**src/design/tfpd_pkg.sv**
```systemverilog
// Shared types, constants and the tracking error table of the tape follower steering block.
package tfpd_pkg;

  localparam int SAMPLE_BITS_DEF    = 10;
  localparam int DUTY_MAX_DEF       = 65535;
  localparam int RUN_COUNT_BITS_DEF = 16;

  localparam int CFG_IDX_W  = 3;
  localparam int CFG_DATA_W = 16;
  localparam int GAIN_W     = 10;
  localparam int THR_W      = 10;
  localparam int NOM_W      = 16;
  localparam int CLR_W      = 8;
  localparam int LOST_W     = 4;
  localparam int ERR_W      = 5;
  localparam int DE_W       = 6;
  localparam int DUTY_W     = 17;
  localparam int OUT_W      = 40;

  localparam int G_W   = 24;
  localparam int DVD_W = 25;
  localparam int SUM_W = 26;

  localparam int SLOW_DEN = 5;

  localparam logic [CFG_IDX_W-1:0] REG_P_GAIN    = 3'd0;
  localparam logic [CFG_IDX_W-1:0] REG_D_GAIN    = 3'd1;
  localparam logic [CFG_IDX_W-1:0] REG_TAPE_THR  = 3'd2;
  localparam logic [CFG_IDX_W-1:0] REG_BAR_THR   = 3'd3;
  localparam logic [CFG_IDX_W-1:0] REG_NOM_LEFT  = 3'd4;
  localparam logic [CFG_IDX_W-1:0] REG_NOM_RIGHT = 3'd5;
  localparam logic [CFG_IDX_W-1:0] REG_CLEAR_RUN = 3'd6;
  localparam logic [CFG_IDX_W-1:0] REG_LOST_ERR  = 3'd7;

  typedef enum logic [1:0] {
    POS_OFF = 2'd0,
    POS_ON  = 2'd1,
    POS_BAR = 2'd2
  } pos_t;

  typedef enum logic [3:0] {
    S_IDLE,
    S_MUL_P,
    S_MUL_D,
    S_DIV1,
    S_DIV1_W,
    S_SUM,
    S_DIV2,
    S_DIV2_W,
    S_DUTY,
    S_OUT
  } st_t;

  function automatic logic signed [ERR_W-1:0] table_error(
    input pos_t                     cl,
    input pos_t                     cr,
    input pos_t                     pl,
    input pos_t                     pr,
    input logic signed [ERR_W-1:0]  last_err,
    input logic                     last_vld,
    input logic [LOST_W-1:0]        lost
  );
    logic                    prev_neg;
    logic                    prev_pos;
    logic signed [ERR_W-1:0] lost_s;
    logic signed [ERR_W-1:0] res;
    prev_neg = last_vld && (last_err < 0);
    prev_pos = !last_vld || (last_err > 0);
    lost_s   = $signed({1'b0, lost});
    res      = last_err;
    if (cl == POS_ON && cr == POS_ON) begin
      if (pl == POS_ON && pr == POS_ON) res = 5'sd0;
      else if (pl == POS_OFF && pr == POS_ON) res = -5'sd2;
      else if (pl == POS_ON && pr == POS_OFF) res = 5'sd2;
      else if (pl == POS_OFF && pr == POS_OFF) begin
        if (prev_pos) res = 5'sd1;
        else if (prev_neg) res = -5'sd1;
      end
    end else if (cl == POS_OFF && cr == POS_ON) begin
      if (pl == POS_ON && pr == POS_ON) res = -5'sd2;
      else if (pl == POS_OFF && pr == POS_ON) res = -5'sd3;
      else if (pl == POS_OFF && pr == POS_OFF) res = -5'sd4;
    end else if (cl == POS_ON && cr == POS_OFF) begin
      if (pl == POS_ON && pr == POS_ON) res = 5'sd2;
      else if (pl == POS_ON && pr == POS_OFF) res = 5'sd3;
      else if (pl == POS_OFF && pr == POS_OFF) res = 5'sd4;
    end else if (cl == POS_OFF && cr == POS_OFF) begin
      if (pl == POS_OFF && pr == POS_ON) res = -5'sd5;
      else if (pl == POS_ON && pr == POS_OFF) res = 5'sd5;
      else if (pl == POS_OFF && pr == POS_OFF) res = prev_neg ? -lost_s : lost_s;
    end
    return res;
  endfunction

endpackage

```
**src/design/tape_follow_pd_steering.sv**
```systemverilog
// Top level of the two-sensor PD tape follower that turns sensor samples into wheel duties.
// One input transfer is taken when the block is idle and yields one result transfer. A sample
// pair where both sensors read the bar goes straight to the output state. Otherwise the
// error, gain products and the derivative slope are worked out by a small sequencer around
// one shared restoring divider of 25 steps, used once for the derivative over the run length
// and once for the 6/5 scaling of the slowed wheel; the first use is skipped when no
// derivative applies. Configuration writes are taken at any time and should be made while idle.
module tape_follow_pd_steering
  import tfpd_pkg::*;
#(
  parameter int SAMPLE_BITS    = SAMPLE_BITS_DEF,
  parameter int DUTY_MAX       = DUTY_MAX_DEF,
  parameter int RUN_COUNT_BITS = RUN_COUNT_BITS_DEF
) (
  input  logic                                     clk,
  input  logic                                     rst_n,
  input  logic                                     in_tvalid,
  output logic                                     in_tready,
  // Fields from bit 0 up: left_sample, right_sample, zero fill.
  input  logic [((2*SAMPLE_BITS+7)/8)*8-1:0]       in_tdata,
  output logic                                     out_tvalid,
  input  logic                                     out_tready,
  // Fields from bit 0 up: steer_error, left_duty, right_duty, zero fill.
  output logic [OUT_W-1:0]                         out_tdata,
  // Fields from bit 0 up: at_bar.
  output logic                                     out_tuser,
  input  logic                                     cfg_valid,
  output logic                                     cfg_ready,
  input  logic [CFG_IDX_W-1:0]                     cfg_index,
  input  logic [CFG_DATA_W-1:0]                    cfg_data
);

  localparam int CMP_W = (SAMPLE_BITS > THR_W) ? SAMPLE_BITS : THR_W;
  localparam int DEN_W = RUN_COUNT_BITS + 1;

  logic [GAIN_W-1:0] p_gain_r;
  logic [GAIN_W-1:0] d_gain_r;
  logic [THR_W-1:0]  tape_thr_r;
  logic [THR_W-1:0]  bar_thr_r;
  logic [NOM_W-1:0]  nom_left_r;
  logic [NOM_W-1:0]  nom_right_r;
  logic [CLR_W-1:0]  clear_run_r;
  logic [LOST_W-1:0] lost_err_r;

  pos_t                      last_lpos_r;
  pos_t                      last_rpos_r;
  logic signed [ERR_W-1:0]   last_err_r;
  logic                      last_vld_r;
  logic [RUN_COUNT_BITS-1:0] run_len_r;
  logic [RUN_COUNT_BITS-1:0] prior_len_r;
  logic                      prior_vld_r;
  logic signed [ERR_W-1:0]   prior_err_r;
  logic signed [DUTY_W-1:0]  held_left_r;
  logic signed [DUTY_W-1:0]  held_right_r;

  st_t                     st_r;
  st_t                     st_nxt;
  logic                    bar_r;
  logic signed [ERR_W-1:0] err_r;
  logic signed [DE_W-1:0]  de_r;
  logic                    use_d_r;
  logic [DEN_W-1:0]        den_r;
  logic signed [G_W-1:0]   a_r;
  logic [DVD_W-1:0]        bmag_r;
  logic                    b_neg_r;
  logic [G_W-1:0]          gmag_r;
  logic                    g_neg_r;

  logic                     out_tvalid_r;
  logic                     out_bar_r;
  logic signed [ERR_W-1:0]  out_err_r;
  logic signed [DUTY_W-1:0] out_left_r;
  logic signed [DUTY_W-1:0] out_right_r;

  logic                      in_acc;
  logic                      out_free;
  pos_t                      cl;
  pos_t                      cr;
  logic                      both_bar;
  logic signed [ERR_W-1:0]   tbl_err;
  logic                      run_same;
  logic                      run_chg;
  logic [RUN_COUNT_BITS-1:0] run_new;
  logic [RUN_COUNT_BITS-1:0] prior_len_new;
  logic signed [ERR_W-1:0]   prior_err_new;
  logic                      prior_vld_new;
  logic                      use_d_new;
  logic [DEN_W-1:0]          den_sum;
  logic [DEN_W-1:0]          den_new;
  logic signed [DE_W-1:0]    de_new;

  logic signed [GAIN_W+ERR_W:0] prod_p;
  logic signed [G_W-1:0]        prod_p_ext;
  logic [DE_W-1:0]              de_mag;
  logic [GAIN_W+DE_W-1:0]       prod_d;
  logic [DVD_W-1:0]             prod_d_ext;
  logic signed [G_W-1:0]        q_s;
  logic signed [G_W-1:0]        s_sum;
  logic signed [G_W-1:0]        g_val;
  logic                         frac;
  logic [DVD_W-1:0]             gmag_ext;
  logic signed [SUM_W-1:0]      nl_s;
  logic signed [SUM_W-1:0]      nr_s;
  logic signed [SUM_W-1:0]      gm_s;
  logic signed [SUM_W-1:0]      sl_s;
  logic signed [SUM_W-1:0]      left_raw;
  logic signed [SUM_W-1:0]      right_raw;

  logic             div_start;
  logic [DVD_W-1:0] div_dvd;
  logic [DEN_W-1:0] div_dvs;
  logic             div_done;
  logic [DVD_W-1:0] div_q;
  logic [DEN_W-1:0] div_rem;

  function automatic pos_t classify(
    input logic [CMP_W-1:0] s,
    input logic [CMP_W-1:0] tape_thr,
    input logic [CMP_W-1:0] bar_thr
  );
    pos_t p;
    if (s > bar_thr) p = POS_BAR;
    else if (s > tape_thr) p = POS_ON;
    else p = POS_OFF;
    return p;
  endfunction

  function automatic logic signed [DUTY_W-1:0] sat_duty(input logic signed [SUM_W-1:0] v);
    logic signed [SUM_W-1:0] lim;
    logic signed [SUM_W-1:0] c;
    lim = $signed(SUM_W'(DUTY_MAX));
    if (v > lim) c = lim;
    else if (v < -lim) c = -lim;
    else c = v;
    return DUTY_W'(c);
  endfunction

  tfpd_div #(
    .DVD_BITS (DVD_W),
    .DVS_BITS (DEN_W)
  ) u_div (
    .clk       (clk),
    .rst_n     (rst_n),
    .start     (div_start),
    .dividend  (div_dvd),
    .divisor   (div_dvs),
    .done      (div_done),
    .quotient  (div_q),
    .remainder (div_rem)
  );

  assign in_tready  = (st_r == S_IDLE);
  assign in_acc     = in_tvalid && in_tready;
  assign out_free   = !out_tvalid_r || out_tready;
  assign cfg_ready  = 1'b1;
  assign out_tvalid = out_tvalid_r;
  assign out_tuser  = out_bar_r;
  assign out_tdata  = {1'b0, out_right_r, out_left_r, out_err_r};

  always_comb begin
    cl = classify(CMP_W'(in_tdata[SAMPLE_BITS-1:0]), CMP_W'(tape_thr_r), CMP_W'(bar_thr_r));
    cr = classify(CMP_W'(in_tdata[2*SAMPLE_BITS-1:SAMPLE_BITS]), CMP_W'(tape_thr_r),
                  CMP_W'(bar_thr_r));
    both_bar = (cl == POS_BAR) && (cr == POS_BAR);
    tbl_err  = table_error(cl, cr, last_lpos_r, last_rpos_r, last_err_r, last_vld_r,
                           lost_err_r);
    run_same = last_vld_r && (last_err_r == tbl_err);
    run_chg  = last_vld_r && (last_err_r != tbl_err);
    if (run_chg) run_new = RUN_COUNT_BITS'(1);
    else if (run_same && (run_len_r != '1)) run_new = run_len_r + 1'b1;
    else run_new = run_len_r;
    prior_len_new = run_chg ? run_len_r : prior_len_r;
    prior_err_new = run_chg ? last_err_r : prior_err_r;
    prior_vld_new = prior_vld_r || run_chg;
    use_d_new = prior_vld_new &&
                !((run_new > RUN_COUNT_BITS'(clear_run_r)) && (tbl_err == 0));
    den_sum = DEN_W'(prior_len_new) + DEN_W'(run_new) - 1'b1;
    den_new = (den_sum == '0) ? DEN_W'(1) : den_sum;
    de_new  = DE_W'(tbl_err) - DE_W'(prior_err_new);
  end

  always_comb begin
    prod_p     = err_r * $signed({1'b0, p_gain_r});
    prod_p_ext = G_W'(prod_p);
    de_mag     = de_r[DE_W-1] ? DE_W'(-de_r) : DE_W'(de_r);
    prod_d     = d_gain_r * de_mag;
    prod_d_ext = DVD_W'(prod_d);
    q_s   = use_d_r ? $signed(G_W'(div_q)) : '0;
    s_sum = a_r + (b_neg_r ? -q_s : q_s);
    frac  = use_d_r && (div_rem != '0);
    if (frac && b_neg_r && (s_sum > 0)) g_val = s_sum - 1'b1;
    else if (frac && !b_neg_r && (s_sum < 0)) g_val = s_sum + 1'b1;
    else g_val = s_sum;
    gmag_ext  = DVD_W'(gmag_r);
    nl_s      = $signed(SUM_W'(nom_left_r));
    nr_s      = $signed(SUM_W'(nom_right_r));
    gm_s      = $signed(SUM_W'(gmag_r));
    sl_s      = $signed(SUM_W'(div_q));
    left_raw  = g_neg_r ? (nl_s + gm_s) : (nl_s - sl_s);
    right_raw = g_neg_r ? (nr_s - sl_s) : (nr_s + gm_s);
  end

  always_comb begin
    st_nxt    = st_r;
    div_start = 1'b0;
    div_dvd   = bmag_r;
    div_dvs   = den_r;
    unique case (st_r)
      S_IDLE: begin
        if (in_acc) st_nxt = both_bar ? S_OUT : S_MUL_P;
      end
      S_MUL_P: st_nxt = S_MUL_D;
      S_MUL_D: st_nxt = S_DIV1;
      S_DIV1: begin
        div_start = use_d_r;
        st_nxt    = use_d_r ? S_DIV1_W : S_SUM;
      end
      S_DIV1_W: begin
        if (div_done) st_nxt = S_SUM;
      end
      S_SUM: st_nxt = S_DIV2;
      S_DIV2: begin
        div_start = 1'b1;
        div_dvd   = (gmag_ext << 2) + (gmag_ext << 1);
        div_dvs   = DEN_W'(SLOW_DEN);
        st_nxt    = S_DIV2_W;
      end
      S_DIV2_W: begin
        if (div_done) st_nxt = S_DUTY;
      end
      S_DUTY: st_nxt = S_OUT;
      S_OUT: begin
        if (out_free) st_nxt = S_IDLE;
      end
      default: st_nxt = S_IDLE;
    endcase
  end

  always_ff @(posedge clk) begin
    if (!rst_n) begin
      st_r <= S_IDLE;
    end else begin
      st_r <= st_nxt;
    end
  end

  always_ff @(posedge clk) begin
    if (!rst_n) begin
      p_gain_r    <= '0;
      d_gain_r    <= '0;
      tape_thr_r  <= THR_W'(200);
      bar_thr_r   <= THR_W'(800);
      nom_left_r  <= NOM_W'(35000);
      nom_right_r <= NOM_W'(35000);
      clear_run_r <= CLR_W'(15);
      lost_err_r  <= LOST_W'(8);
    end else if (cfg_valid && cfg_ready) begin
      unique case (cfg_index)
        REG_P_GAIN:    p_gain_r    <= cfg_data[GAIN_W-1:0];
        REG_D_GAIN:    d_gain_r    <= cfg_data[GAIN_W-1:0];
        REG_TAPE_THR:  tape_thr_r  <= cfg_data[THR_W-1:0];
        REG_BAR_THR:   bar_thr_r   <= cfg_data[THR_W-1:0];
        REG_NOM_LEFT:  nom_left_r  <= cfg_data[NOM_W-1:0];
        REG_NOM_RIGHT: nom_right_r <= cfg_data[NOM_W-1:0];
        REG_CLEAR_RUN: clear_run_r <= cfg_data[CLR_W-1:0];
        REG_LOST_ERR:  lost_err_r  <= cfg_data[LOST_W-1:0];
      endcase
    end
  end

  always_ff @(posedge clk) begin
    if (!rst_n) begin
      last_lpos_r  <= POS_OFF;
      last_rpos_r  <= POS_OFF;
      last_err_r   <= '0;
      last_vld_r   <= 1'b0;
      run_len_r    <= RUN_COUNT_BITS'(1);
      prior_len_r  <= '0;
      prior_vld_r  <= 1'b0;
      prior_err_r  <= '0;
      held_left_r  <= '0;
      held_right_r <= '0;
    end else begin
      if (in_acc && !both_bar) begin
        last_lpos_r <= cl;
        last_rpos_r <= cr;
        last_err_r  <= tbl_err;
        last_vld_r  <= 1'b1;
        run_len_r   <= run_new;
        prior_len_r <= prior_len_new;
        prior_vld_r <= prior_vld_new;
        prior_err_r <= prior_err_new;
      end
      if (st_r == S_DUTY) begin
        held_left_r  <= sat_duty(left_raw);
        held_right_r <= sat_duty(right_raw);
      end
    end
  end

  always_ff @(posedge clk) begin
    if (in_acc) begin
      bar_r   <= both_bar;
      err_r   <= tbl_err;
      de_r    <= de_new;
      use_d_r <= use_d_new;
      den_r   <= den_new;
    end
    if (st_r == S_MUL_P) begin
      a_r <= (prod_p_ext <<< 2) + prod_p_ext;
    end
    if (st_r == S_MUL_D) begin
      bmag_r  <= (prod_d_ext << 7) + (prod_d_ext << 4) + (prod_d_ext << 2) +
                 (prod_d_ext << 1);
      b_neg_r <= de_r[DE_W-1];
    end
    if (st_r == S_SUM) begin
      g_neg_r <= g_val[G_W-1];
      gmag_r  <= g_val[G_W-1] ? G_W'(-g_val) : G_W'(g_val);
    end
  end

  always_ff @(posedge clk) begin
    if (!rst_n) begin
      out_tvalid_r <= 1'b0;
    end else if (st_r == S_OUT && out_free) begin
      out_tvalid_r <= 1'b1;
    end else if (out_tready) begin
      out_tvalid_r <= 1'b0;
    end
  end

  always_ff @(posedge clk) begin
    if (st_r == S_OUT && out_free) begin
      out_bar_r   <= bar_r;
      out_err_r   <= last_err_r;
      out_left_r  <= held_left_r;
      out_right_r <= held_right_r;
    end
  end

endmodule

```
**src/design/tfpd_div.sv**
```systemverilog
// Restoring serial divider that produces one quotient bit per cycle.
module tfpd_div
  import tfpd_pkg::*;
#(
  parameter int DVD_BITS = DVD_W,
  parameter int DVS_BITS = RUN_COUNT_BITS_DEF + 1
) (
  input  logic                clk,
  input  logic                rst_n,
  input  logic                start,
  input  logic [DVD_BITS-1:0] dividend,
  input  logic [DVS_BITS-1:0] divisor,
  output logic                done,
  output logic [DVD_BITS-1:0] quotient,
  output logic [DVS_BITS-1:0] remainder
);

  localparam int CNT_W = $clog2(DVD_BITS + 1);

  logic                busy_r;
  logic                done_r;
  logic [CNT_W-1:0]    cnt_r;
  logic [DVD_BITS-1:0] dvd_r;
  logic [DVS_BITS-1:0] dvs_r;
  logic [DVS_BITS-1:0] rem_r;
  logic [DVS_BITS:0]   rem_sh;
  logic [DVS_BITS:0]   rem_diff;
  logic                q_bit;

  always_comb begin
    rem_sh   = {rem_r, dvd_r[DVD_BITS-1]};
    rem_diff = rem_sh - {1'b0, dvs_r};
    q_bit    = (rem_sh >= {1'b0, dvs_r});
  end

  always_ff @(posedge clk) begin
    if (!rst_n) begin
      busy_r <= 1'b0;
      done_r <= 1'b0;
      cnt_r  <= '0;
    end else if (start) begin
      busy_r <= 1'b1;
      done_r <= 1'b0;
      cnt_r  <= CNT_W'(DVD_BITS);
    end else if (busy_r) begin
      cnt_r <= cnt_r - 1'b1;
      if (cnt_r == CNT_W'(1)) begin
        busy_r <= 1'b0;
        done_r <= 1'b1;
      end
    end else begin
      done_r <= 1'b0;
    end
  end

  always_ff @(posedge clk) begin
    if (start) begin
      dvd_r <= dividend;
      dvs_r <= divisor;
      rem_r <= '0;
    end else if (busy_r) begin
      dvd_r <= {dvd_r[DVD_BITS-2:0], q_bit};
      rem_r <= q_bit ? rem_diff[DVS_BITS-1:0] : rem_sh[DVS_BITS-1:0];
    end
  end

  assign done      = done_r;
  assign quotient  = dvd_r;
  assign remainder = rem_r;

endmodule

```
**config.mk**
```make
export PLATFORM = sky130hd
export DESIGN_NAME = tape_follow_pd_steering
export DESIGN_NICKNAME = d
export VERILOG_FILES = /design/src/design/tfpd_pkg.sv /design/src/design/tape_follow_pd_steering.sv /design/src/design/tfpd_div.sv
export SDC_FILE = /design/constraint.sdc
export NUM_CORES = 2
export LEC_CHECK = 0
export BUFFER_PORTS_ARGS = -buffer_cell sky130_fd_sc_hd__buf_2
export CAP_MARGIN = 30
export CORE_MARGIN = 4
export CORE_UTILIZATION = 65
export DETAILED_ROUTE_END_ITERATION = 6
export GPL_TIMING_DRIVEN = 0
export PLACE_DENSITY = 0.83
export SYNTH_ARGS = -nofsm -noshare
export SYNTH_HDL_FRONTEND = slang
export SYNTH_SLANG_ARGS = --single-unit
```
**constraint.sdc**
```tcl
create_clock -name clk -period 17.4 [get_ports clk]
set_input_delay 3.48 -clock clk [delete_from_list [all_inputs] [get_ports clk]]
set_output_delay 3.48 -clock clk [all_outputs]
set_load 0.01 [all_outputs]
```
==> out/metrics.yaml <==
pre_cts_ws_ps: 5150
totalWireLength_um: 94800
hold_path.class: "reg -> reg"
power_density_mw_per_mm2: 139
drt_pass1_iterations: 7
min_period_ps: 11920
yosys_register_bits: 375
drive_gt1_share_pct: 5.68
nets: 4443
run_status: "finished with violations"
maxCapViolations: 0
area_delta_synth_final_pct: 9.04
ys_types: 98
io_pins: 92
numPortBuffers: 78
final_area_sq_mm: 0.0353
critPathLaunchType: "primary input"
cp.arrival_ps: 12300
die_w_um: 231
synth_fa_ha_area_share_pct: 18.2
synth.area.mux_share_pct: 1.81
total_leakage_power_nw: 14.6
placed_cell_area_sq_mm: 0.0338
path_clk_slew_ps: 60
h-tree-depth: 2
path_max_fanout: 10
syn_area_sq_mm: 0.0323
overflow: 0
synth_area_leaders: "edfxtp_1 17%, ha_1 12%, dfxtp_1 12%"
fill_cells: 3834
gp_congestion: 1.03
post_cts_resized: 0
fin_total_pwr_mw: 4.91
yosys.area_share.simple_pct: 19.0
synth_top_family_by_area: "compound AO/OA/AOI/OAI gates"
cts_setup_buffers: 0
wl_per_cell_um: 20.3
final-seq-area_sq_mm: 0.00931
relSlewSlack_pct: 28.7
yosysWarnings: 0
cp-end-kind: "register"
dp_hpwl_um: 72900
hold_viol: 0
worstPathRequired_ps: 17780
ir_drop_mv: 0.0893
max_stage_delay_ps: 740
fin_ws_ps: 5480
crit_type: "in -> reg"
clockBufferDepth: 3
start_util_pct: 65.9
tns_ps: 0
path_common_cell: "a21oi_1"
slowest_stage: "buf_1"
tritoncts: "done"
fin_util_pct: 71.9
antenna_found_initial: 2
core_sq_mm: 0.0491
synth_xor_area_share_pct: 6.44
grt_pass1_vias: 28630
period_share_pct: 68.5
violations: "design-rule violations"
grtUsageTotal_pct: 34.8
drt_iter0_markers: 3430
worst-slew-pin-transition_ps: 1050
skew_ps: 32.5
synth-edff-count: 180
cts_buffers: 43
mostFrequentLayoutCell: "nand2_1"
rsz0062_at_grt: "no"
dieArea_sq_mm: 0.0534
synth-compound-area-share_pct: 19.9
grt_first_pass_wirelength_um: 151000
numPlacedInstances: 4597
multiInputGateArea_sq_mm: 0.0212
seq_area_frac_synth_pct: 28.8
synthFlopType: "dfxtp_1"
synthArstFlopShare_pct: 0
slew_viol_final: 0
final_cells: 4679
holdWs_ps: 419
ant_nets: 0
setup_viol: 0
clock_latency_ps: 580
clock_sinks: 375
dr_total_vias: 29894
rows: 81
die-height_um: 231
mostFrequentLayoutCells: "483 x nand2_1, 346 x inv_1, 323 x ha_1"
grt_max_degree: 24
drc: 7
synth_largest_area_cell: "edfxtp_1"
syn_nets: 4302
synth_top_area_share_pct: 16.7
syn_inst: 3838
cts_root_buffer: "clkbuf_16"
syn_area_per_cell_sq_um: 8.43
hold_buffers: 0
viasPerCell: 6.39
max_freq_mhz: 83.9
-- final cells by class --
| class | count | share of cell area (%) |
|---|---|---|
| clock buffers | 53 | 3.31 |
| diodes | 2 | 0.0142 |
| repair buffers | 96 | 1.70 |
| plain buffers | 147 | 1.65 |
| inverters | 348 | 3.70 |
| multi-input cells | 2968 | 60.0 |
| well taps | 664 | 2.36 |
| clock inverters | 26 | 0.841 |
| flip-flops and latches | 375 | 26.4 |
-- final timing paths --
check	start	endpoint	slack, ps	cells past startpoint
worst max-delay path	in_tdata[7]	den_r[0]	5480	33
worst min-delay path	bar_r	out_tuser	420	0
worst max register to register	tape_thr_r[7]	den_r[0]	8080	33
worst min register to register	bar_r	out_tuser	420	0
-- per-layer routing --
layer | up-vias | GRT usage, % | wire length [um]
met5 | - | 0 | 32
met1 | 13950 | 44.2 | 36700
met4 | 2 | 17.7 | 5450
met3 | 347 | 6.76 | 9440
li1 | 13995 | - | -
met2 | 1600 | 56.7 | 43200
-- cells by family (layout without fill, tap and decap cells) --
| logic type | count (synthesis) | after routing |
|---|---|---|
| AO/OA/AOI/OAI | 986 | 986 |
| other | 2 | 4 |
| flip-flops | 375 | 375 |
| AND/OR/NAND/NOR | 1270 | 1270 |
| buffers and inverters | 495 | 670 |
| multiplexers | 58 | 58 |
| XOR/XNOR | 236 | 236 |
| adder cells (fa/ha/maj) | 416 | 416 |
-- synth_stat cells, drive strengths merged, types with 15 or more instances --
cell type / n
a211oi: 38
nor2b: 23
nand2b: 40
a211o: 17
mux2i: 53
nand4: 49
a21oi: 315
and3: 33
nand3: 88
ha: 323
and2: 96
a21boi: 16
o21a: 30
nor3: 97
xnor2: 164
edfxtp: 180
a21o: 66
or3: 32
dfxtp: 195
nor2: 220
or2: 18
o211ai: 40
a31oi: 55
clkbuf: 125
nor4: 24
a22oi: 18
a2111oi: 17
fa: 93
nand2: 484
o21bai: 46
o31ai: 15
o21ai: 166
inv: 348
xor2: 72
buf: 22
-- power by group --
part / total, mW / switching [mW] / internal [mW] / leakage [nW]
registers: 1.26 / 0.106 / 1.15 / 3.23
clock network: 0.946 / 0.390 / 0.556 / 0.721
logic: 2.71 / 1.70 / 1.01 / 10.7
total: 4.91 / 2.20 / 2.72 / 14.6
-- registers in the layout (all words and copies together) (netlist names), 17 cells and up --
register / count
u_div.quotient: 25
gmag_r: 24
bmag_r: 23
a_r: 19
den_r: 17
held_left_r: 17
held_right_r: 17
out_left_r: 17
out_right_r: 17
u_div.dvs_r: 17
u_div.remainder: 17
-- worst max-delay path: cells and delay by family --
| kind | cells | cell delay, ps |
|---|---|---|
| muxes | 1 | 180 |
| AOI/OAI and AO/OA | 17 | 3560 |
| xor gates and xnor gates | 1 | 130 |
| and+or+nand+nor | 4 | 1520 |
| buffers and inverters | 6 | 2150 |
| adders and majority gates | 4 | 1270 |
Power figures use the tool's default switching activity.
